### src/cqs_pkg.sv
// Package with the sizes, codes and state type of the coordinate queue.
`timescale 1ns / 1ps
package cqs_pkg;

  // Queue geometry.
  localparam int DEPTH   = 64;
  localparam int IDX_W   = $clog2(DEPTH);
  localparam int CNT_W   = $clog2(DEPTH + 1);

  // Field widths of the request and response.
  localparam int KIND_W   = 3;
  localparam int COORD_W  = 16;
  localparam int COUNT_W  = 7;
  localparam int STATUS_W = 2;

  // Operation codes carried in the kind field.
  typedef enum logic [KIND_W-1:0] {
    KIND_APPEND      = 3'd0,
    KIND_POP         = 3'd1,
    KIND_SEARCH_ALL  = 3'd2,
    KIND_SEARCH_EXCL = 3'd3,
    KIND_PEEK        = 3'd4
  } kind_t;

  // Status codes of a response.
  typedef enum logic [STATUS_W-1:0] {
    STATUS_OK    = 2'd0,
    STATUS_FULL  = 2'd1,
    STATUS_EMPTY = 2'd2
  } status_t;

  // Sequencer states.
  typedef enum logic {
    S_IDLE,
    S_SCAN
  } state_t;

endpackage

### src/cqs_if.sv
// Request and response channel interfaces of the coordinate queue.
`timescale 1ns / 1ps
interface cqs_req_if import cqs_pkg::*; ();
  logic                      valid;
  logic                      ready;
  logic [KIND_W-1:0]         kind;
  logic signed [COORD_W-1:0] coord_x;
  logic signed [COORD_W-1:0] coord_y;

  modport source (output valid, kind, coord_x, coord_y, input ready);
  modport sink (input valid, kind, coord_x, coord_y, output ready);
endinterface

interface cqs_rsp_if import cqs_pkg::*; ();
  logic                      valid;
  logic                      ready;
  logic                      found;
  logic signed [COORD_W-1:0] tail_x;
  logic signed [COORD_W-1:0] tail_y;
  logic [COUNT_W-1:0]        entry_count;
  logic [STATUS_W-1:0]       status;

  modport source (output valid, found, tail_x, tail_y, entry_count, status, input ready);
  modport sink (input valid, found, tail_x, tail_y, entry_count, status, output ready);
endinterface

### src/cqs_ram.sv
// Generic single-port-write, single-port-read RAM with registered read data.
`timescale 1ns / 1ps
module cqs_ram #(
  parameter int WIDTH = 32,
  parameter int DEPTH = 64
) (
  input  logic                     clk,
  input  logic                     wr_en,
  input  logic [$clog2(DEPTH)-1:0] wr_addr,
  input  logic [WIDTH-1:0]         wr_data,
  input  logic                     rd_en,
  input  logic [$clog2(DEPTH)-1:0] rd_addr,
  output logic [WIDTH-1:0]         rd_data
);

  logic [WIDTH-1:0] mem [DEPTH];

  // Write port.
  always_ff @(posedge clk) begin
    if (wr_en) begin
      mem[wr_addr] <= wr_data;
    end
  end

  // Registered read port.
  always_ff @(posedge clk) begin
    if (rd_en) begin
      rd_data <= mem[rd_addr];
    end
  end

endmodule

### src/coordinate_queue_with_search.sv
// Top level: bounded FIFO of coordinate pairs with a serial membership search.
//
//   channel  dir  payload                                       handshake
//   req      in   kind, coord_x, coord_y                        valid / ready
//   rsp      out  found, tail_x, tail_y, entry_count, status    valid / ready
//
// Append, pop, peek and searches over no entries give their response in the cycle
// after the request. A search reads one entry per cycle through the single read
// port of the entry store and one pair comparator. Reset clears the count, the
// oldest slot and the sequencer; the entry store holds no reset value. req.ready
// is low during a scan and while a response waits to be taken.
`timescale 1ns / 1ps
module coordinate_queue_with_search import cqs_pkg::*; (
  input logic      clk,
  input logic      rst,
  cqs_req_if.sink  req,
  cqs_rsp_if.source rsp
);

  // Slot a given number of places after a base slot, wrapping at DEPTH.
  function automatic logic [IDX_W-1:0] slot_after(input logic [IDX_W-1:0] base,
                                                  input logic [CNT_W-1:0] off);
    logic [CNT_W:0] sum;
    sum = (CNT_W+1)'(base) + (CNT_W+1)'(off);
    if (sum >= (CNT_W+1)'(DEPTH)) begin
      sum = sum - (CNT_W+1)'(DEPTH);
    end
    return sum[IDX_W-1:0];
  endfunction

  state_t                    state, state_next;
  logic [CNT_W-1:0]          count, count_next;
  logic [IDX_W-1:0]          oldest, oldest_next;
  logic [COORD_W-1:0]        tail_x, tail_x_next;
  logic [COORD_W-1:0]        tail_y, tail_y_next;
  logic [COORD_W-1:0]        key_x, key_x_next;
  logic [COORD_W-1:0]        key_y, key_y_next;
  logic [IDX_W-1:0]          scan_slot, scan_slot_next;
  logic [CNT_W-1:0]          scan_left, scan_left_next;
  logic                      rd_pending, rd_pending_next;
  logic                      hit, hit_next;
  logic                      rsp_valid, rsp_valid_next;
  logic                      rsp_found, rsp_found_next;
  logic [COORD_W-1:0]        rsp_tail_x, rsp_tail_x_next;
  logic [COORD_W-1:0]        rsp_tail_y, rsp_tail_y_next;
  logic [CNT_W-1:0]          rsp_count, rsp_count_next;
  status_t                   rsp_status, rsp_status_next;

  logic                      accept;
  logic                      finish;
  logic                      finish_found;
  status_t                   finish_status;
  logic [CNT_W-1:0]          covered;
  logic                      match;
  logic                      ram_we;
  logic [IDX_W-1:0]          ram_wr_addr;
  logic                      ram_re;
  logic [2*COORD_W-1:0]      ram_rd_data;

  // Entry store: x in the upper half, y in the lower half.
  cqs_ram #(
    .WIDTH (2 * COORD_W),
    .DEPTH (DEPTH)
  ) u_store (
    .clk     (clk),
    .wr_en   (ram_we),
    .wr_addr (ram_wr_addr),
    .wr_data ({key_x_next, key_y_next}),
    .rd_en   (ram_re),
    .rd_addr (scan_slot),
    .rd_data (ram_rd_data)
  );

  assign accept = req.valid && req.ready;
  assign req.ready = (state == S_IDLE) && (!rsp_valid || rsp.ready);

  // The shared pair comparator.
  assign match = rd_pending && (ram_rd_data == {key_x, key_y});

  // Sequencer: next state, queue update and response load.
  always_comb begin
    state_next      = state;
    count_next      = count;
    oldest_next     = oldest;
    tail_x_next     = tail_x;
    tail_y_next     = tail_y;
    key_x_next      = key_x;
    key_y_next      = key_y;
    scan_slot_next  = scan_slot;
    scan_left_next  = scan_left;
    rd_pending_next = 1'b0;
    hit_next        = hit;
    rsp_valid_next  = rsp_valid && !rsp.ready;
    rsp_found_next  = rsp_found;
    rsp_tail_x_next = rsp_tail_x;
    rsp_tail_y_next = rsp_tail_y;
    rsp_count_next  = rsp_count;
    rsp_status_next = rsp_status;
    finish          = 1'b0;
    finish_found    = 1'b0;
    finish_status   = STATUS_OK;
    covered         = '0;
    ram_we          = 1'b0;
    ram_wr_addr     = slot_after(oldest, count);
    ram_re          = 1'b0;

    unique case (state)
      S_IDLE: begin
        if (accept) begin
          key_x_next = req.coord_x;
          key_y_next = req.coord_y;
          finish     = 1'b1;
          unique case (kind_t'(req.kind))
            KIND_APPEND: begin
              if (count == CNT_W'(DEPTH)) begin
                finish_status = STATUS_FULL;
              end else begin
                ram_we      = 1'b1;
                count_next  = count + 1'b1;
                tail_x_next = req.coord_x;
                tail_y_next = req.coord_y;
              end
            end
            KIND_POP: begin
              if (count == '0) begin
                finish_status = STATUS_EMPTY;
              end else begin
                count_next  = count - 1'b1;
                oldest_next = (count == CNT_W'(1)) ? '0 : slot_after(oldest, CNT_W'(1));
              end
            end
            KIND_SEARCH_ALL: begin
              covered = count;
            end
            KIND_SEARCH_EXCL: begin
              covered = (count > CNT_W'(1)) ? count - 1'b1 : '0;
            end
            default: begin
            end
          endcase
          // A search over at least one entry goes on to the scan.
          if (covered != '0) begin
            finish         = 1'b0;
            state_next     = S_SCAN;
            scan_left_next = covered;
            scan_slot_next = oldest;
            hit_next       = 1'b0;
          end
        end
      end
      S_SCAN: begin
        hit_next = hit || match;
        if (scan_left != '0) begin
          ram_re          = 1'b1;
          scan_slot_next  = slot_after(scan_slot, CNT_W'(1));
          scan_left_next  = scan_left - 1'b1;
          rd_pending_next = 1'b1;
        end else if (!rd_pending) begin
          finish       = 1'b1;
          finish_found = hit;
          state_next   = S_IDLE;
        end
      end
      default: begin
        state_next = S_IDLE;
      end
    endcase

    // Load the response register.
    if (finish) begin
      rsp_valid_next  = 1'b1;
      rsp_found_next  = finish_found;
      rsp_count_next  = count_next;
      rsp_status_next = finish_status;
      rsp_tail_x_next = (count_next == '0) ? '0 : tail_x_next;
      rsp_tail_y_next = (count_next == '0) ? '0 : tail_y_next;
    end
  end

  // Control registers.
  always_ff @(posedge clk) begin
    if (rst) begin
      state      <= S_IDLE;
      count      <= '0;
      oldest     <= '0;
      rd_pending <= 1'b0;
      rsp_valid  <= 1'b0;
    end else begin
      state      <= state_next;
      count      <= count_next;
      oldest     <= oldest_next;
      rd_pending <= rd_pending_next;
      rsp_valid  <= rsp_valid_next;
    end
  end

  // Payload registers.
  always_ff @(posedge clk) begin
    tail_x     <= tail_x_next;
    tail_y     <= tail_y_next;
    key_x      <= key_x_next;
    key_y      <= key_y_next;
    scan_slot  <= scan_slot_next;
    scan_left  <= scan_left_next;
    hit        <= hit_next;
    rsp_found  <= rsp_found_next;
    rsp_tail_x <= rsp_tail_x_next;
    rsp_tail_y <= rsp_tail_y_next;
    rsp_count  <= rsp_count_next;
    rsp_status <= rsp_status_next;
  end

  // Response port.
  assign rsp.valid       = rsp_valid;
  assign rsp.found       = rsp_found;
  assign rsp.tail_x      = rsp_tail_x;
  assign rsp.tail_y      = rsp_tail_y;
  assign rsp.entry_count = COUNT_W'(rsp_count);
  assign rsp.status      = rsp_status;

endmodule

### src/flat_wrapper.sv
// flat-port wrapper written by rule: the top's interface ports become plain ports
module coordinate_queue_with_search_flat import cqs_pkg::*;
  (clk, rst, req_valid, req_kind, req_coord_x, req_coord_y, req_ready, rsp_valid, rsp_found, rsp_tail_x, rsp_tail_y, rsp_entry_count, rsp_status, rsp_ready);
  cqs_req_if req_i ();
  cqs_rsp_if rsp_i ();
  input logic clk;
  input logic rst;
  input wire logic [$bits(req_i.valid)-1:0] req_valid;
  input wire logic [$bits(req_i.kind)-1:0] req_kind;
  input wire logic [$bits(req_i.coord_x)-1:0] req_coord_x;
  input wire logic [$bits(req_i.coord_y)-1:0] req_coord_y;
  output wire logic [$bits(req_i.ready)-1:0] req_ready;
  output wire logic [$bits(rsp_i.valid)-1:0] rsp_valid;
  output wire logic [$bits(rsp_i.found)-1:0] rsp_found;
  output wire logic [$bits(rsp_i.tail_x)-1:0] rsp_tail_x;
  output wire logic [$bits(rsp_i.tail_y)-1:0] rsp_tail_y;
  output wire logic [$bits(rsp_i.entry_count)-1:0] rsp_entry_count;
  output wire logic [$bits(rsp_i.status)-1:0] rsp_status;
  input wire logic [$bits(rsp_i.ready)-1:0] rsp_ready;
  assign req_i.valid = req_valid;
  assign req_i.kind = req_kind;
  assign req_i.coord_x = req_coord_x;
  assign req_i.coord_y = req_coord_y;
  assign req_ready = req_i.ready;
  assign rsp_valid = rsp_i.valid;
  assign rsp_found = rsp_i.found;
  assign rsp_tail_x = rsp_i.tail_x;
  assign rsp_tail_y = rsp_i.tail_y;
  assign rsp_entry_count = rsp_i.entry_count;
  assign rsp_status = rsp_i.status;
  assign rsp_i.ready = rsp_ready;
  coordinate_queue_with_search u_core (.clk(clk), .rst(rst), .req(req_i), .rsp(rsp_i));
endmodule
### config.mk
export PLATFORM = sky130hd
export DESIGN_NAME = coordinate_queue_with_search_flat
export DESIGN_NICKNAME = d
export VERILOG_FILES = /design/src/cqs_pkg.sv /design/src/cqs_if.sv /design/src/cqs_ram.sv /design/src/coordinate_queue_with_search.sv /design/src/flat_wrapper.sv
export SDC_FILE = /design/constraint.sdc
export NUM_CORES = 2
export LEC_CHECK = 0
export BUFFER_PORTS_ARGS = -buffer_cell sky130_fd_sc_hd__buf_4
export CORE_UTILIZATION = 40
export CTS_CLUSTER_SIZE = 20
export DETAILED_ROUTE_END_ITERATION = 16
export HOLD_SLACK_MARGIN = 0.15
export PLACE_DENSITY = 0.6
export SETUP_SLACK_MARGIN = 0.5
export SYNTH_ARGS = -nofsm -noshare
export SYNTH_HDL_FRONTEND = slang
export SYNTH_SLANG_ARGS = --single-unit
export TNS_END_PERCENT = 30
### constraint.sdc
create_clock -name clk -period 4.3 [get_ports clk]
set_input_delay 0.215 -clock clk [delete_from_list [all_inputs] [get_ports clk]]
set_output_delay 0.215 -clock clk [all_outputs]
set_load 0.02 [all_outputs]
==> flow_summary.toml <==
[outcome]
status = "finished clean"

[drt]
drc = 0
wl_per_cell_um = 29.5
via_count = 39800
first_pass_iters = 5
via_per_inst = 5.64
drtIter0Drc = 4899
wirelength_um = 208000
antenna_left = 0

[power]
internal_power_w = 0.0361
p_leak_nw = 31.1
combPwrFrac_pct = 6.4
p_total_w = 0.0464
p_per_area_nw_per_um2 = 471
ir_drop_v = 0.000392
switchingPower_w = 0.0103
clkPwrFrac_pct = 40.5
switching_share_pct = 22.3
p_seq_share_pct = 53.1

[floorplan]
rows = 168
fp.coreArea_sq_um = 210000
die_x_um = 462
die_y_um = 462
io_pins = 83
die-area_sq_um = 214000
floorplan.initialDensity_pct = 40.3

[cts]
cts_buffers = 216
cts_max_path_buffers = 3
cts-root-buf = "clkbuf_16"
cts_sinks = 2216
htree_levels = 4
clk_latency_ps = 880
clk_pin_slew_worst_paths_ps = 60
cts_tree = "done"

[synthesis]
synthTopCellsByArea = "edfxtp_1, mux4_2, dfxtp_1"
yosysMostFrequentCell = "edfxtp_1"
synthSimpleGateAreaFrac_pct = 1.94
synth_fa_ha_area_share_pct = 0.215
yosysWarnings = 0
synth_top_family_by_area = "multiplexers"
synth_mux_area_share_pct = 17.5
yosysTopAreaCellShare_pct = 75.6
syn-num-nets = 3747
ys_seq_elements = 2216
yosys.area_share.xor_xnor_pct = 0.599
synth_ff_type = "edfxtp_1"
synth_cell_types = 68
synth_edf_count = 2136
yosysSeqAreaShare_pct = 77.5
synthArstFlopShare_pct = 0
synth_compound_area_share_pct = 1.12
avgSynthCellArea_sq_um = 23.0
syn_inst = 3694
synth_top_area_cell = "edfxtp_1"
synthTopCellsByCount = "edfxtp_1, mux4_2, nand2_1"
syn-cell-area_sq_um = 84800

[worst_hold_path]
hp-class = "primary input to flip-flop"
hold_start = "rst"
min_to = "u_core.count[5]"
min_path_cells = 3

[global_routing]
grt_max_degree = 94
grt.total_usage_pct = 19.4
grt.overflow.total = 0
grt_pass1_vias = 40200
grt_first_pass_wirelength_um = 296000
antenna_found_initial = 14

[place]
portBuffers = 82
gp_congestion = 0.855
post-dp-hpwl_um = 122000

[worst_setup_path]
cp_top_family = "buffers and inverters"
critPathMaxFanout = 32
rrSetupSlack_ps = 600
end_kind = "flip-flop"
worstPathRequired_ps = 4900
path_buf_inv = 2
slowest_delay_ps = 610
crit_chain = "or4b_4, a2111oi_4, dlygate4sd3_1, mux2i_1, o2111ai_2, nor4_4, buf_4, nor2_1"
r2r_start = "u_core.count[0]"
cp_slowest_cell = "or4b_4"
critical_path.reg2reg.endpoint = "u_core.rsp.tail_y[3]"
cp-start-kind = "flip-flop"
critical_path_arrival_ps = 4300
reg2reg_depth = 8
critPathKind = "flip-flop to flip-flop"

[sta]
drv_slew = 0
rsz0062_at_grt = "no"
hold_viol_final = 0
slew_headroom_pct = 8.69
fmax_ghz = 0.270
final-setup-viol-count = 0
fin_crit_ps = 3700
min_period_over_period_pct = 86.1
tightest_slew_ps = 1360
timing.setup.tns_ps = 0
clock_skew_ps = 47.8

[cells_and_area]
seq_area_sq_um = 65700
fin_nets = 4111
area_delta_synth_final_pct = 16.3
drive_above_1_share_pct = 31.0
n_fill_cell = 17200
multi_input_area_sq_um = 18700

[run]
max-cap-violations = 0
-- registers in the layout (all words and copies together), names as in the netlist --
signal                  cells
u_core.key_x               16
u_core.key_y               16
u_core.count                7
u_core.hit                  1
u_core.state                1
u_core.u_store.rd_data     32
u_core.rd_pending           1
u_core.rsp.valid            1
u_core.scan_left            7
u_core.tail_y              16
u_core.rsp.tail_x          16
u_core.tail_x              16
u_core.rsp.status           2
u_core.oldest               6
u_core.rsp.entry_count      7
u_core.u_store.mem       2048
u_core.rsp.tail_y          16
u_core.rsp.found            1
u_core.scan_slot            6
-- timing repair --
action | 4_1_cts | 5_1_grt
setup endpoints to repair | 0 | 0
buffers inserted | 0 | 0
gates resized for setup | 0 | 0
hold buffers | 71 | 0
hold endpoints to repair | 151 | 0
-- cells by family after synthesis --
group	after synthesis
compound gates	128
xor+xnor	58
fa+ha+maj	14
buf+inv	226
flops	2216
mux	680
simple gates	372
-- final cells by class --
type	instances	share of cell area [%]
Antenna cell	3	0.00761
Clock buffer	286	5.87
Clock inverter	117	1.30
Inverter	42	0.160
Multi-Input combinational cell	1252	19.0
Sequential cell	2216	66.6
Tap cell	2805	3.56
Timing Repair Buffer	330	3.50
-- worst reg2reg max path, cell delays in order (launching register included) --
cell and delay (ps):
dfxtp_1 460, or4b_4 610, a2111oi_4 350, dlygate4sd3_1 610, mux2i_1 480, o2111ai_2 230
nor4_4 240, buf_4 370, nor2_1 110
-- routing by layer --
| metal | part of all wire (%) | global-route usage [%] | vias to the layer above |
|---|---|---|---|
| met2 | 46 | 29.4 | 1539 |
| met5 | 0 | 0 | - |
| li1 | - | - | 16300 |
| met1 | 43 | 28.5 | 21700 |
| met3 | 7.8 | 3.92 | 250 |
| met4 | 2.4 | 5.32 | 0 |
-- how the worst max path moves through the flow --
| stage | startpoint | endpoint | slack (ps) | cells after the start |
|---|---|---|---|---|
| 2_1_floorplan | u_core.count[1] | u_core.u_store.mem[0][0] | 560 | 7 |
| 3_3_place_gp | u_core.count[1] | u_core.u_store.mem[15][25] | 790 | 9 |
| 3_5_place_dp | u_core.count[0] | u_core.u_store.mem[15][8] | 680 | 9 |
| 4_1_cts | u_core.count[0] | u_core.u_store.mem[15][13] | 660 | 9 |
| 5_1_grt | u_core.count[0] | u_core.rsp.tail_y[3] | 500 | 8 |
| 6_report | u_core.count[0] | u_core.rsp.tail_y[3] | 600 | 8 |
-- through the flow --
stage | area (sq um) | std cells | util, % | worst slack, ps | hold slack [ps]
after floorplan | 84800 | 3694 | - | 564 | 287
after global placement | 90900 | 6574 | 43.2 | 793 | 435
after detailed placement | 90900 | 6574 | 43.2 | 683 | 444
after CTS | 98600 | 7048 | 46.9 | 665 | 157
after global routing | 98600 | 7049 | 46.9 | 503 | 228
final | 98600 | 7051 | 46.9 | 597 | 222
-- power groups by stage --
stage                     clock (W)  combinational (W)  sequential [W]
final                        0.0188            0.00296          0.0247
after global routing         0.0200            0.00314          0.0247
after CTS                    0.0192            0.00297          0.0247
after detailed placement          0            0.00292          0.0251
after global placement            0            0.00285          0.0251
after floorplan                   0            0.00149          0.0252
-- placed cells by master, fill, tap and decap left out, types with 5 or more instances in the layout --
master	Yosys	final
nand2_1	156	124
edfxtp_1	2136	2136
nor3_1	6	6
nand3_1	14	14
buf_12	0	64
dlygate4sd3_1	0	71
nand2b_1	5	5
clkinv_16	0	7
clkbuf_16	0	220
xor2_1	18	18
dfxtp_1	80	80
nor2_4	0	65
nor4_1	5	5
clkinvlp_4	0	6
clkinv_2	0	33
ha_1	13	13
nor2b_1	8	6
buf_4	2	195
nand2_2	0	32
clkinv_1	0	43
xnor2_1	40	40
inv_1	41	40
clkbuf_1	101	62
mux4_2	639	639
a221oi_1	6	6
a21oi_1	23	22
nor2_1	133	67
bufinv_16	0	19
mux2i_1	38	38
a22oi_1	62	62
nand4_1	14	14
Note: power is estimated with default switching activity, not from simulation.
